File: src/hw/rtl/base64_stream_codec_core_macros.svh
// Assertion macros used by the codec RTL; b64c_back.sv includes them.
// Each macro expects clk_i and rst_ni to be visible where it is used.
`ifndef BASE64_STREAM_CODEC_CORE_MACROS_SVH
`define BASE64_STREAM_CODEC_CORE_MACROS_SVH

// Property that must hold whenever the block is out of reset.
`define B64C_ASSERT(label, prop) \
  label: assert property (@(posedge clk_i) disable iff (!rst_ni) prop) \
    else $error("b64c assertion failed");

// Consequent that must hold in the cycle after the antecedent.
`define B64C_ASSERT_NEXT(label, ante, cons) \
  label: assert property (@(posedge clk_i) disable iff (!rst_ni) (ante) |=> (cons)) \
    else $error("b64c assertion failed");

`endif

File: src/hw/rtl/b64c_pkg.sv
// Package for the base64 stream codec: constants, the job type and alphabet functions.
// No dependencies; every other .sv RTL file uses it.
`default_nettype none

package b64c_pkg;

  localparam int unsigned CfgIdxW       = 8;
  localparam int unsigned QueueDepthDef = 2;

  localparam logic [CfgIdxW-1:0] CfgMode      = CfgIdxW'(0);
  localparam logic [CfgIdxW-1:0] CfgPrintable = CfgIdxW'(1);

  localparam logic [7:0] PadChar      = 8'h3D;
  localparam logic [7:0] PrintableLow = 8'd32;
  localparam logic [7:0] PrintableHi  = 8'd126;

  localparam logic ModeEncode = 1'b0;

  typedef struct packed {
    logic        mode;
    logic        status;
    logic        bad;
    logic        eom;
    logic [1:0]  nout_m1;
    logic [2:0]  nalpha;
    logic [23:0] value;
  } b64c_job_t;

  function automatic logic [7:0] b64c_char(input logic [5:0] s);
    logic [7:0] r;
    if (s < 6'd26) begin
      r = 8'h41 + {2'b00, s};
    end else if (s < 6'd52) begin
      r = 8'h61 + {2'b00, s} - 8'd26;
    end else if (s < 6'd62) begin
      r = 8'h30 + {2'b00, s} - 8'd52;
    end else if (s == 6'd62) begin
      r = 8'h2B;
    end else begin
      r = 8'h2F;
    end
    return r;
  endfunction

  // Bit 6 set means the character is outside the alphabet.
  function automatic logic [6:0] b64c_sextet(input logic [7:0] c);
    logic [6:0] r;
    if (c >= 8'h41 && c <= 8'h5A) begin
      r = 7'(c - 8'h41);
    end else if (c >= 8'h61 && c <= 8'h7A) begin
      r = 7'(c - 8'h61 + 8'd26);
    end else if (c >= 8'h30 && c <= 8'h39) begin
      r = 7'(c - 8'h30 + 8'd52);
    end else if (c == 8'h2B) begin
      r = 7'd62;
    end else if (c == 8'h2F) begin
      r = 7'd63;
    end else begin
      r = 7'd64;
    end
    return r;
  endfunction

  function automatic logic [2:0] b64c_dec_bytes(input logic [2:0] data);
    return (data > 3'd1) ? 3'(data - 3'd1) : 3'd0;
  endfunction

endpackage

`default_nettype wire

File: src/hw/rtl/b64c_ifs.sv
// Handshake interfaces for the input, result and configuration channels.
// Depends on b64c_pkg for the configuration index width.
`default_nettype none

interface b64c_in_if;
  logic       valid;
  logic       ready;
  logic [7:0] data_char;
  logic       message_end;
  modport source (output valid, output data_char, output message_end, input ready);
  modport sink (input valid, input data_char, input message_end, output ready);
endinterface

interface b64c_out_if;
  logic       valid;
  logic       ready;
  logic [7:0] out_char;
  logic       char_valid;
  logic       bad_input;
  logic       run_last;
  logic       message_last;
  modport source (output valid, output out_char, output char_valid, output bad_input,
                  output run_last, output message_last, input ready);
  modport sink (input valid, input out_char, input char_valid, input bad_input,
                input run_last, input message_last, output ready);
endinterface

interface b64c_cfg_if;
  logic                        valid;
  logic                        ready;
  logic [b64c_pkg::CfgIdxW-1:0] index;
  logic                        data;
  modport source (output valid, output index, output data, input ready);
  modport sink (input valid, input index, input data, output ready);
endinterface

`default_nettype wire

File: src/hw/rtl/base64_stream_codec_core.sv
// Top level of the base64 stream codec: front end, job queue and result sequencer.
// Depends on b64c_pkg, the channel interfaces, b64c_front, b64c_fifo and b64c_back.
//
//   channel  modport  beat
//   in_i     sink     data_char, message_end
//   out_o    source   out_char, char_valid, bad_input, run_last, message_last
//   cfg_i    sink     index (0 mode, 1 printable_only), data
//
// The front end takes one item per cycle while the job queue has room.
// Results leave at one per cycle while out_o.ready does not stall: an item gives
// zero to four beats, so the single port limits encoding to 3 bytes per 4 beats.
// An item's first beat passes the job queue, job register and output register.
// Reset clears all control state at once; there is no clearing pass.
// A stalled result port fills the queue, then drops in_i.ready.
`default_nettype none

module base64_stream_codec_core #(
  parameter int unsigned QueueDepth = b64c_pkg::QueueDepthDef
) (
  input wire logic clk_i,
  input wire logic rst_ni,
  b64c_in_if.sink   in_i,
  b64c_out_if.source out_o,
  b64c_cfg_if.sink  cfg_i
);
  import b64c_pkg::*;

  b64c_job_t push_job, pop_job;
  logic      push, full, q_valid, pop;

  b64c_front u_front (
    .clk_i  (clk_i),
    .rst_ni (rst_ni),
    .in_i   (in_i),
    .cfg_i  (cfg_i),
    .full_i (full),
    .push_o (push),
    .job_o  (push_job)
  );

  b64c_fifo #(
    .Depth (QueueDepth)
  ) u_fifo (
    .clk_i   (clk_i),
    .rst_ni  (rst_ni),
    .push_i  (push),
    .job_i   (push_job),
    .full_o  (full),
    .valid_o (q_valid),
    .pop_i   (pop),
    .job_o   (pop_job)
  );

  b64c_back u_back (
    .clk_i   (clk_i),
    .rst_ni  (rst_ni),
    .valid_i (q_valid),
    .job_i   (pop_job),
    .pop_o   (pop),
    .out_o   (out_o)
  );

endmodule

`default_nettype wire

File: src/hw/rtl/b64c_front.sv
// Front end: holds the registers and the partial group, classifies each item into a job.
// Depends on b64c_pkg and the channel interfaces.
`default_nettype none

module b64c_front (
  input  wire logic            clk_i,
  input  wire logic            rst_ni,
  b64c_in_if.sink              in_i,
  b64c_cfg_if.sink             cfg_i,
  input  wire logic            full_i,
  output logic                 push_o,
  output b64c_pkg::b64c_job_t  job_o
);
  import b64c_pkg::*;

  logic        mode_q, printable_q;
  logic [17:0] gb_q, gb_d;
  logic [1:0]  gc_q, gc_d;
  logic [1:0]  pc_q, pc_d;
  logic        accept, bad, is_pad, need;
  logic [7:0]  c;
  logic [6:0]  sx;
  logic [5:0]  sv;
  logic [2:0]  nres, data;
  logic [23:0] v;
  logic [2:0]  nalpha;

  assign c        = in_i.data_char;
  assign in_i.ready = !full_i;
  assign cfg_i.ready = 1'b1;
  assign accept   = in_i.valid && in_i.ready;

  always_comb begin
    gb_d   = gb_q;
    gc_d   = gc_q;
    pc_d   = pc_q;
    nres   = 3'd0;
    nalpha = 3'd4;
    v      = '0;
    bad    = 1'b0;
    data   = 3'd0;
    is_pad = (c == PadChar);
    sx     = b64c_sextet(c);
    sv     = is_pad ? 6'd0 : sx[5:0];
    if (mode_q == ModeEncode) begin
      bad = printable_q && (c < PrintableLow || c > PrintableHi);
      if (!bad) begin
        if (gc_q[1]) begin
          v    = {gb_q[15:0], c};
          nres = 3'd4;
          gb_d = '0;
          gc_d = '0;
          pc_d = '0;
        end else begin
          gb_d = {2'b00, gb_q[7:0], c};
          gc_d = 2'(gc_q + 2'd1);
        end
      end
      if (in_i.message_end && gc_d != 2'd0) begin
        if (gc_d == 2'd1) begin
          v      = {gb_d[7:0], 16'h0000};
          nalpha = 3'd2;
        end else begin
          v      = {gb_d[15:0], 8'h00};
          nalpha = 3'd3;
        end
        nres = 3'd4;
      end
    end else begin
      bad = !is_pad && (sx[6] || pc_q != 2'd0);
      if (!bad) begin
        if (gc_q == 2'd3) begin
          v    = {gb_q, sv};
          data = 3'(3'd4 - {1'b0, pc_q} - {2'b00, is_pad});
          nres = b64c_dec_bytes(data);
          gb_d = '0;
          gc_d = '0;
          pc_d = '0;
        end else begin
          gb_d = {gb_q[11:0], sv};
          gc_d = 2'(gc_q + 2'd1);
          pc_d = 2'(pc_q + {1'b0, is_pad});
        end
      end
      if (in_i.message_end && gc_d != 2'd0) begin
        unique case (gc_d)
          2'd1:    v = {gb_d[5:0], 18'h00000};
          2'd2:    v = {gb_d[11:0], 12'h000};
          default: v = {gb_d, 6'h00};
        endcase
        data = 3'({1'b0, gc_d} - {1'b0, pc_d});
        nres = b64c_dec_bytes(data);
      end
    end
    if (in_i.message_end) begin
      gb_d = '0;
      gc_d = '0;
      pc_d = '0;
    end
  end

  assign need   = (nres != 3'd0) || bad || in_i.message_end;
  assign push_o = accept && need;

  always_comb begin
    job_o.mode    = mode_q;
    job_o.status  = (nres == 3'd0);
    job_o.bad     = bad;
    job_o.eom     = in_i.message_end;
    job_o.nout_m1 = (nres == 3'd0) ? 2'd0 : 2'(nres - 3'd1);
    job_o.nalpha  = nalpha;
    job_o.value   = v;
  end

  always_ff @(posedge clk_i or negedge rst_ni) begin
    if (!rst_ni) begin
      mode_q      <= ModeEncode;
      printable_q <= 1'b1;
      gb_q        <= '0;
      gc_q        <= '0;
      pc_q        <= '0;
    end else if (cfg_i.valid && cfg_i.index == CfgMode) begin
      mode_q <= cfg_i.data;
      gb_q   <= '0;
      gc_q   <= '0;
      pc_q   <= '0;
    end else if (cfg_i.valid && cfg_i.index == CfgPrintable) begin
      printable_q <= cfg_i.data;
    end else if (accept) begin
      gb_q <= gb_d;
      gc_q <= gc_d;
      pc_q <= pc_d;
    end
  end

endmodule

`default_nettype wire

File: src/hw/rtl/b64c_fifo.sv
// Job queue between the front end and the result sequencer, first word fall through.
// Depends on b64c_pkg for the job type.
`default_nettype none

module b64c_fifo #(
  parameter int unsigned Depth = b64c_pkg::QueueDepthDef
) (
  input  wire logic                clk_i,
  input  wire logic                rst_ni,
  input  wire logic                push_i,
  input  wire b64c_pkg::b64c_job_t job_i,
  output logic                     full_o,
  output logic                     valid_o,
  input  wire logic                pop_i,
  output b64c_pkg::b64c_job_t      job_o
);
  import b64c_pkg::*;

  localparam int unsigned PtrW = (Depth > 1) ? $clog2(Depth) : 1;
  localparam int unsigned CntW = $clog2(Depth + 1);

  b64c_job_t       mem_q [Depth];
  logic [PtrW-1:0] wr_q, rd_q;
  logic [CntW-1:0] cnt_q;
  logic            do_push, do_pop;

  assign full_o  = (cnt_q == CntW'(Depth));
  assign valid_o = (cnt_q != '0);
  assign do_push = push_i && !full_o;
  assign do_pop  = pop_i && valid_o;
  assign job_o   = mem_q[rd_q];

  always_ff @(posedge clk_i) begin
    if (do_push) begin
      mem_q[wr_q] <= job_i;
    end
  end

  always_ff @(posedge clk_i or negedge rst_ni) begin
    if (!rst_ni) begin
      wr_q  <= '0;
      rd_q  <= '0;
      cnt_q <= '0;
    end else begin
      if (do_push) begin
        wr_q <= (wr_q == PtrW'(Depth - 1)) ? '0 : PtrW'(wr_q + 1'b1);
      end
      if (do_pop) begin
        rd_q <= (rd_q == PtrW'(Depth - 1)) ? '0 : PtrW'(rd_q + 1'b1);
      end
      if (do_push && !do_pop) begin
        cnt_q <= CntW'(cnt_q + 1'b1);
      end else if (do_pop && !do_push) begin
        cnt_q <= CntW'(cnt_q - 1'b1);
      end
    end
  end

endmodule

`default_nettype wire

File: src/hw/rtl/b64c_back.sv
// Result sequencer: expands one job into its result beats into an output register.
// Depends on b64c_pkg, the channel interfaces and the assertion macro header.
`default_nettype none
`include "base64_stream_codec_core_macros.svh"

module b64c_back (
  input  wire logic                clk_i,
  input  wire logic                rst_ni,
  input  wire logic                valid_i,
  input  wire b64c_pkg::b64c_job_t job_i,
  output logic                     pop_o,
  b64c_out_if.source               out_o
);
  import b64c_pkg::*;

  b64c_job_t  job_q;
  logic       job_valid_q;
  logic [1:0] k_q;
  logic       out_valid_q;
  logic [7:0] char_q, char_d;
  logic       cv_q, bad_q, rl_q, ml_q;
  logic       emit, last;
  logic [5:0] sext;

  assign emit  = job_valid_q && (!out_valid_q || out_o.ready);
  assign last  = (k_q == job_q.nout_m1);
  assign pop_o = valid_i && (!job_valid_q || (emit && last));

  always_comb begin
    unique case (k_q)
      2'd0:    sext = job_q.value[23:18];
      2'd1:    sext = job_q.value[17:12];
      2'd2:    sext = job_q.value[11:6];
      default: sext = job_q.value[5:0];
    endcase
    if (job_q.status) begin
      char_d = 8'h00;
    end else if (job_q.mode != ModeEncode) begin
      unique case (k_q)
        2'd0:    char_d = job_q.value[23:16];
        2'd1:    char_d = job_q.value[15:8];
        default: char_d = job_q.value[7:0];
      endcase
    end else if ({1'b0, k_q} < job_q.nalpha) begin
      char_d = b64c_char(sext);
    end else begin
      char_d = PadChar;
    end
  end

  always_ff @(posedge clk_i or negedge rst_ni) begin
    if (!rst_ni) begin
      job_valid_q <= 1'b0;
      k_q         <= '0;
      out_valid_q <= 1'b0;
    end else begin
      if (pop_o) begin
        job_valid_q <= 1'b1;
        k_q         <= '0;
      end else if (emit && last) begin
        job_valid_q <= 1'b0;
      end else if (emit) begin
        k_q <= 2'(k_q + 2'd1);
      end
      if (emit) begin
        out_valid_q <= 1'b1;
      end else if (out_o.ready) begin
        out_valid_q <= 1'b0;
      end
    end
  end

  always_ff @(posedge clk_i) begin
    if (pop_o) begin
      job_q <= job_i;
    end
    if (emit) begin
      char_q <= char_d;
      cv_q   <= !job_q.status;
      bad_q  <= job_q.bad;
      rl_q   <= last;
      ml_q   <= last && job_q.eom;
    end
  end

  assign out_o.valid        = out_valid_q;
  assign out_o.out_char     = char_q;
  assign out_o.char_valid   = cv_q;
  assign out_o.bad_input    = bad_q;
  assign out_o.run_last     = rl_q;
  assign out_o.message_last = ml_q;

  `B64C_ASSERT(a_k_in_range, job_valid_q |-> (k_q <= job_q.nout_m1))
  `B64C_ASSERT(a_status_single, (job_valid_q && job_q.status) |-> (job_q.nout_m1 == 2'd0))
  `B64C_ASSERT_NEXT(a_run_continues, emit && !last, job_valid_q)

endmodule

`default_nettype wire

File: src/flat_wrapper.sv
// flat-port wrapper written by rule: the top's interface ports become plain ports
module base64_stream_codec_core_flat import b64c_pkg::*;
#(
  parameter int unsigned QueueDepth = b64c_pkg::QueueDepthDef
)
  (clk_i, rst_ni, in_i_valid, in_i_data_char, in_i_message_end, in_i_ready, out_o_valid, out_o_out_char, out_o_char_valid, out_o_bad_input, out_o_run_last, out_o_message_last, out_o_ready, cfg_i_valid, cfg_i_index, cfg_i_data, cfg_i_ready);
  b64c_in_if in_i_i ();
  b64c_out_if out_o_i ();
  b64c_cfg_if cfg_i_i ();
  input wire logic clk_i;
  input wire logic rst_ni;
  input wire logic [$bits(in_i_i.valid)-1:0] in_i_valid;
  input wire logic [$bits(in_i_i.data_char)-1:0] in_i_data_char;
  input wire logic [$bits(in_i_i.message_end)-1:0] in_i_message_end;
  output wire logic [$bits(in_i_i.ready)-1:0] in_i_ready;
  output wire logic [$bits(out_o_i.valid)-1:0] out_o_valid;
  output wire logic [$bits(out_o_i.out_char)-1:0] out_o_out_char;
  output wire logic [$bits(out_o_i.char_valid)-1:0] out_o_char_valid;
  output wire logic [$bits(out_o_i.bad_input)-1:0] out_o_bad_input;
  output wire logic [$bits(out_o_i.run_last)-1:0] out_o_run_last;
  output wire logic [$bits(out_o_i.message_last)-1:0] out_o_message_last;
  input wire logic [$bits(out_o_i.ready)-1:0] out_o_ready;
  input wire logic [$bits(cfg_i_i.valid)-1:0] cfg_i_valid;
  input wire logic [$bits(cfg_i_i.index)-1:0] cfg_i_index;
  input wire logic [$bits(cfg_i_i.data)-1:0] cfg_i_data;
  output wire logic [$bits(cfg_i_i.ready)-1:0] cfg_i_ready;
  assign in_i_i.valid = in_i_valid;
  assign in_i_i.data_char = in_i_data_char;
  assign in_i_i.message_end = in_i_message_end;
  assign in_i_ready = in_i_i.ready;
  assign out_o_valid = out_o_i.valid;
  assign out_o_out_char = out_o_i.out_char;
  assign out_o_char_valid = out_o_i.char_valid;
  assign out_o_bad_input = out_o_i.bad_input;
  assign out_o_run_last = out_o_i.run_last;
  assign out_o_message_last = out_o_i.message_last;
  assign out_o_i.ready = out_o_ready;
  assign cfg_i_i.valid = cfg_i_valid;
  assign cfg_i_i.index = cfg_i_index;
  assign cfg_i_i.data = cfg_i_data;
  assign cfg_i_ready = cfg_i_i.ready;
  base64_stream_codec_core #(.QueueDepth(QueueDepth)) u_core (.clk_i(clk_i), .rst_ni(rst_ni), .in_i(in_i_i), .out_o(out_o_i), .cfg_i(cfg_i_i));
endmodule
File: config.mk
export PLATFORM = sky130hd
export DESIGN_NAME = base64_stream_codec_core_flat
export DESIGN_NICKNAME = d
export VERILOG_FILES = /design/src/hw/rtl/b64c_pkg.sv /design/src/hw/rtl/b64c_ifs.sv /design/src/hw/rtl/base64_stream_codec_core.sv /design/src/hw/rtl/b64c_front.sv /design/src/hw/rtl/b64c_fifo.sv /design/src/hw/rtl/b64c_back.sv /design/src/flat_wrapper.sv
export VERILOG_INCLUDE_DIRS = /design/src /design/src/hw/rtl
export SDC_FILE = /design/constraint.sdc
export NUM_CORES = 1
export LEC_CHECK = 0
export BUFFER_PORTS_ARGS = -buffer_cell sky130_fd_sc_hd__clkbuf_2
export CAP_MARGIN = 15
export CORE_ASPECT_RATIO = 0.7
export CORE_MARGIN = 2
export CORE_UTILIZATION = 60
export CTS_BUF_LIST = sky130_fd_sc_hd__clkbuf_8
export DETAILED_ROUTE_END_ITERATION = 10
export PLACE_DENSITY_LB_ADDON = 0.12
export SLEW_MARGIN = 15
export SYNTH_ARGS = -nofsm -noshare
export SYNTH_HDL_FRONTEND = slang
export SYNTH_SLANG_ARGS = --single-unit
File: constraint.sdc
create_clock -name clk_i -period 14.1 [get_ports clk_i]
set_clock_uncertainty 0.15 [all_clocks]
set_input_delay 2.82 -clock clk_i [delete_from_list [all_inputs] [get_ports clk_i]]
set_output_delay 2.82 -clock clk_i [all_outputs]
set_load 0.02 [all_outputs]
==> summary.txt <==
CTS
------------------------------------------------------------------------------------------------------
Clock latency on the worst-skew pair                                                           0.46 ns
Maximum clock path buffer count                                                                      2
TritonCTS buffer count                                                                              17
CTS H-tree lvls                                                                                      4
Setup Buffers After CTS                                                                              0
Clock root buffer                                                                             clkbuf_8
Total of hold buffers inserted after clock tree synthesis                                            0
Clock transition at the register clock pins on the worst setup and hold paths after CTS        0.11 ns
Sinks on Clock Net                                                                                 143
Clock tree from TritonCTS                                                                          yes
Number of cells upsized or downsized after cts                                                       0

SETUP PATH
------------------------------------------------------------------------------------------------------
Crit path capture type                                                                        register
Peak fanout along the critical path                                                                 33
WP data required                                                                              14.04 ns
CP Data Arrival Time                                                                           8.39 ns
Largest stage delay on the critical path                                                       0.52 ns
Sort of element at the start of the critical path                                           input port
Kind of critical path                                                                           in2reg
Cells along the critical path                                                             clkbuf_2 -> inv_1 -> ha_1 -> a21o_2 -> a211oi_4 -> or3_1 -> o21ai_2 -> buf_4 -> mux2_4 -> inv_1 -> ha_1 -> inv_1 -> fa_1 -> inv_1 -> ha_1 -> o21ai_0 -> nor4b_1 -> o21ai_0 -> nor4bb_1 -> a41oi_2 -> nor2b_2 -> buf_4
Cell repeated most along the worst path                                                          inv_1
Cell at the slowest stage of the critical path                                                    fa_1

FINISH
------------------------------------------------------------------------------------------------------
Leading cell type in the layout, fill and taps excluded                                       edfxtp_1
P&R area growth vs syn                                                                           7.81%
Antenna diode count                                                                                  0
Commonest cells after routing, fill and taps aside                                        edfxtp_1, nand2_1, nor2_1
Area of all placed cells without fillers                                                      9920 µm²
Share of cells above drive strength 1                                                            17.4%
Layout Cells excl Fill                                                                            1105
Nets@finish                                                                                        956

SYNTH
------------------------------------------------------------------------------------------------------
Ranking of synthesized cells by area                                                      edfxtp_1, dfrtp_1, ha_1
Number of enable flip-flop cells after synthesis                                                   111
Top_reg_cell synth                                                                            edfxtp_1
Netlist cell types                                                                                 105
Cell taking the most area after synthesis                                                     edfxtp_1
Area share of the largest cell type after synthesis                                              36.2%
Part of the Yosys area used for sequential elements                                              44.9%
Post-Synthesis Mean Instance Area                                                             10.4 µm²
Post-Synthesis Net Count                                                                           943
#FFs+latches synth                                                                                 143
Count of synthesis-stage warnings from yosys                                                         0
Mapped Area                                                                                   9200 µm²
Cell count after synthesis                                                                         884
Share of flip-flops with an asynchronous set or reset after synthesis                            22.4%

PLACED DESIGN
------------------------------------------------------------------------------------------------------
Number of placed instances with taps included                                                     1073
RePlAce Congestion                                                                                1.08
Area after detailed placement                                                                 9490 µm²
Total of buffers placed on input and output ports                                                   36
Placed wire-length estimate                                                                    21.1 mm

STA
------------------------------------------------------------------------------------------------------
Final-report setup violation count                                                                   0
Post-route minimum period                                                                      8.45 ns
RSZ-0062 raised after global routing                                                                no
Slew Limit Headroom                                                                              28.1%
Final hold violation count                                                                           0
Setup TNS after final layout                                                                      0 ns
Pins over their slew limit                                                                           0
Worst-case hold slack                                                                         0.303 ns
Actual transition at the worst max-transition pin                                              1.07 ns
Maximum clock frequency                                                                      0.118 GHz
Period utilization                                                                               60.0%

GRT
------------------------------------------------------------------------------------------------------
Via count of the first global-routing pass                                                        7593
Maximum number of pins on one net before global-route repair                                        43
Number of antenna violations at the first check in global routing                                    0
Remaining global-route overflow                                                                      0
Total global routing track utilization                                                           36.0%
Wire length of the first global-routing pass                                                   44.7 mm

FLOORPLAN
------------------------------------------------------------------------------------------------------
Cell row count                                                                                      37
Effective utilization at floorplan                                                               61.9%
Area enclosed by the die boundary                                                            16400 µm²
I/O pin count                                                                                       38
Area of the core                                                                             14900 µm²
Die outline height                                                                              108 µm
Width of the die                                                                                152 µm

ROUTE
------------------------------------------------------------------------------------------------------
# DRC                                                                                                0
ANT nets after route                                                                                 0
Via count                                                                                         8027
Via-per-instance ratio                                                                            7.26
Initial DRC Count                                                                                 1343
Routed wire length per instance                                                                26.3 µm
Final WL                                                                                       29.1 mm
Number of search-and-repair iterations in the first detailed-routing pass                            6

STATUS
------------------------------------------------------------------------------------------------------
Outcome                                                                                      completed

POWER
------------------------------------------------------------------------------------------------------
Static leakage                                                                                 3.68 nW
PwrDens                                                                                     189 nW/µm²
Highest ir drop seen on vdd                                                                     189 µV

HOLD PATH
------------------------------------------------------------------------------------------------------
Hold Path Class                                                                                reg2reg

JOB
------------------------------------------------------------------------------------------------------
Reported max-cap violation count                                                                     0

[flip-flops by register name (all words and copies together) (netlist names)]
| signal | count |
|---|---|
| u_core.u_back.job_valid_q | 1 |
| u_core.u_back.out_o.valid | 1 |
| u_core.u_back.out_o.bad_input | 1 |
| u_core.u_fifo.mem_q | 66 |
| u_core.u_back.job_q | 33 |
| u_core.u_back.out_o.out_char | 8 |
| u_core.u_fifo.cnt_q | 2 |
| u_core.u_back.k_q | 2 |
| u_core.u_front.gc_q | 2 |
| u_core.u_front.pc_q | 2 |
| u_core.u_fifo.rd_q | 1 |
| u_core.u_front.printable_q | 1 |
| u_core.u_front.mode_q | 1 |
| u_core.u_back.out_o.message_last | 1 |
| u_core.u_back.out_o.run_last | 1 |
| u_core.u_fifo.wr_q | 1 |
| u_core.u_front.gb_q | 18 |
| u_core.u_back.out_o.char_valid | 1 |
[critical path: cells and delay by family]
family	cells	cell delay [ns]
buf+inv	7	1.25
mux	1	0.34
compound gates	6	1.72
simple gates	4	1.00
fa+ha+maj	4	1.18
[final timing paths]
check                                             start                             to  slack, ns  depth (start not counted)
worst max-delay path                  in_i_data_char[2]      u_core.u_fifo.mem_q[0][1]       5.65                         22
worst min-delay path            u_core.u_back.job_q[30]  u_core.u_back.out_o.bad_input       0.30                          0
worst max register to register   u_core.u_front.gc_q[1]      u_core.u_fifo.mem_q[0][1]       8.16                         14
worst min register to register  u_core.u_back.job_q[30]  u_core.u_back.out_o.bad_input       0.30                          0
max in group asynchronous                        rst_ni         u_core.u_front.gb_q[1]      10.81                          1
min in group asynchronous                        rst_ni         u_core.u_front.gb_q[9]       2.34                          1
[report_power, final]
part           switching, mW  internal (mW)
registers             0.0884          0.612
logic                  0.548          0.291
clock network          0.199          0.138
[synthesized netlist by cell type, drive strengths merged (11+ instances only)]
library cell    n
mux2i          15
buf            24
nor2b          18
a22oi          14
clkbuf         34
inv            41
o21ai          46
a211oi         16
a222oi         12
nand2          83
nand3          26
nor3           20
dfrtp          31
a32o           11
edfxtp        111
a21oi          41
a31oi          13
nor2           49
ha             35
mux2           37
[cells by family (layout without fill, tap and decap cells)]
family                   Yosys count  in the layout  share of synthesized area [%]
AO/OA/AOI/OAI                    271            271                           22.4
AND/OR/NAND/NOR                  270            270                           15.6
flip-flops                       143            143                           44.9
buffers and inverters            100            126                           4.73
multiplexers                      52             52                           6.20
adder cells (fa/ha/maj)           36             36                           4.98
XOR/XNOR                          11             11                           1.05
other                              1              1                         0.0408
[final cells by class]
| type | count | area [µm²] |
|---|---|---|
| Fill cell | 1100 | 4940 |
| Tap cell | 195 | 244 |
| Sequential cell | 143 | 4140 |
| Multi-Input combinational cell | 641 | 4660 |
| Clock inverter | 15 | 193 |
| Inverter | 42 | 158 |
| Clock buffer | 17 | 234 |
| Timing Repair Buffer | 52 | 300 |
[layer usage]
metal	track usage, %	wire [µm]	vias to the layer above
met5	0	0	-
met4	10.6	865	0
met3	14.6	4560	96
met2	50.0	11800	659
met1	51.7	11900	3828
li1	-	-	3444
[per-stage QoR]
stage	power, mW	util [%]	setup slack, ns
floorplan	1.26	-	5.03
finish	1.88	66.8	5.65
global placement	1.48	63.9	5.71
detailed placement	1.51	63.9	5.37
CTS	1.84	66.8	5.81
global route	1.97	66.8	5.39
Note: power is estimated with default switching activity, not from simulation.
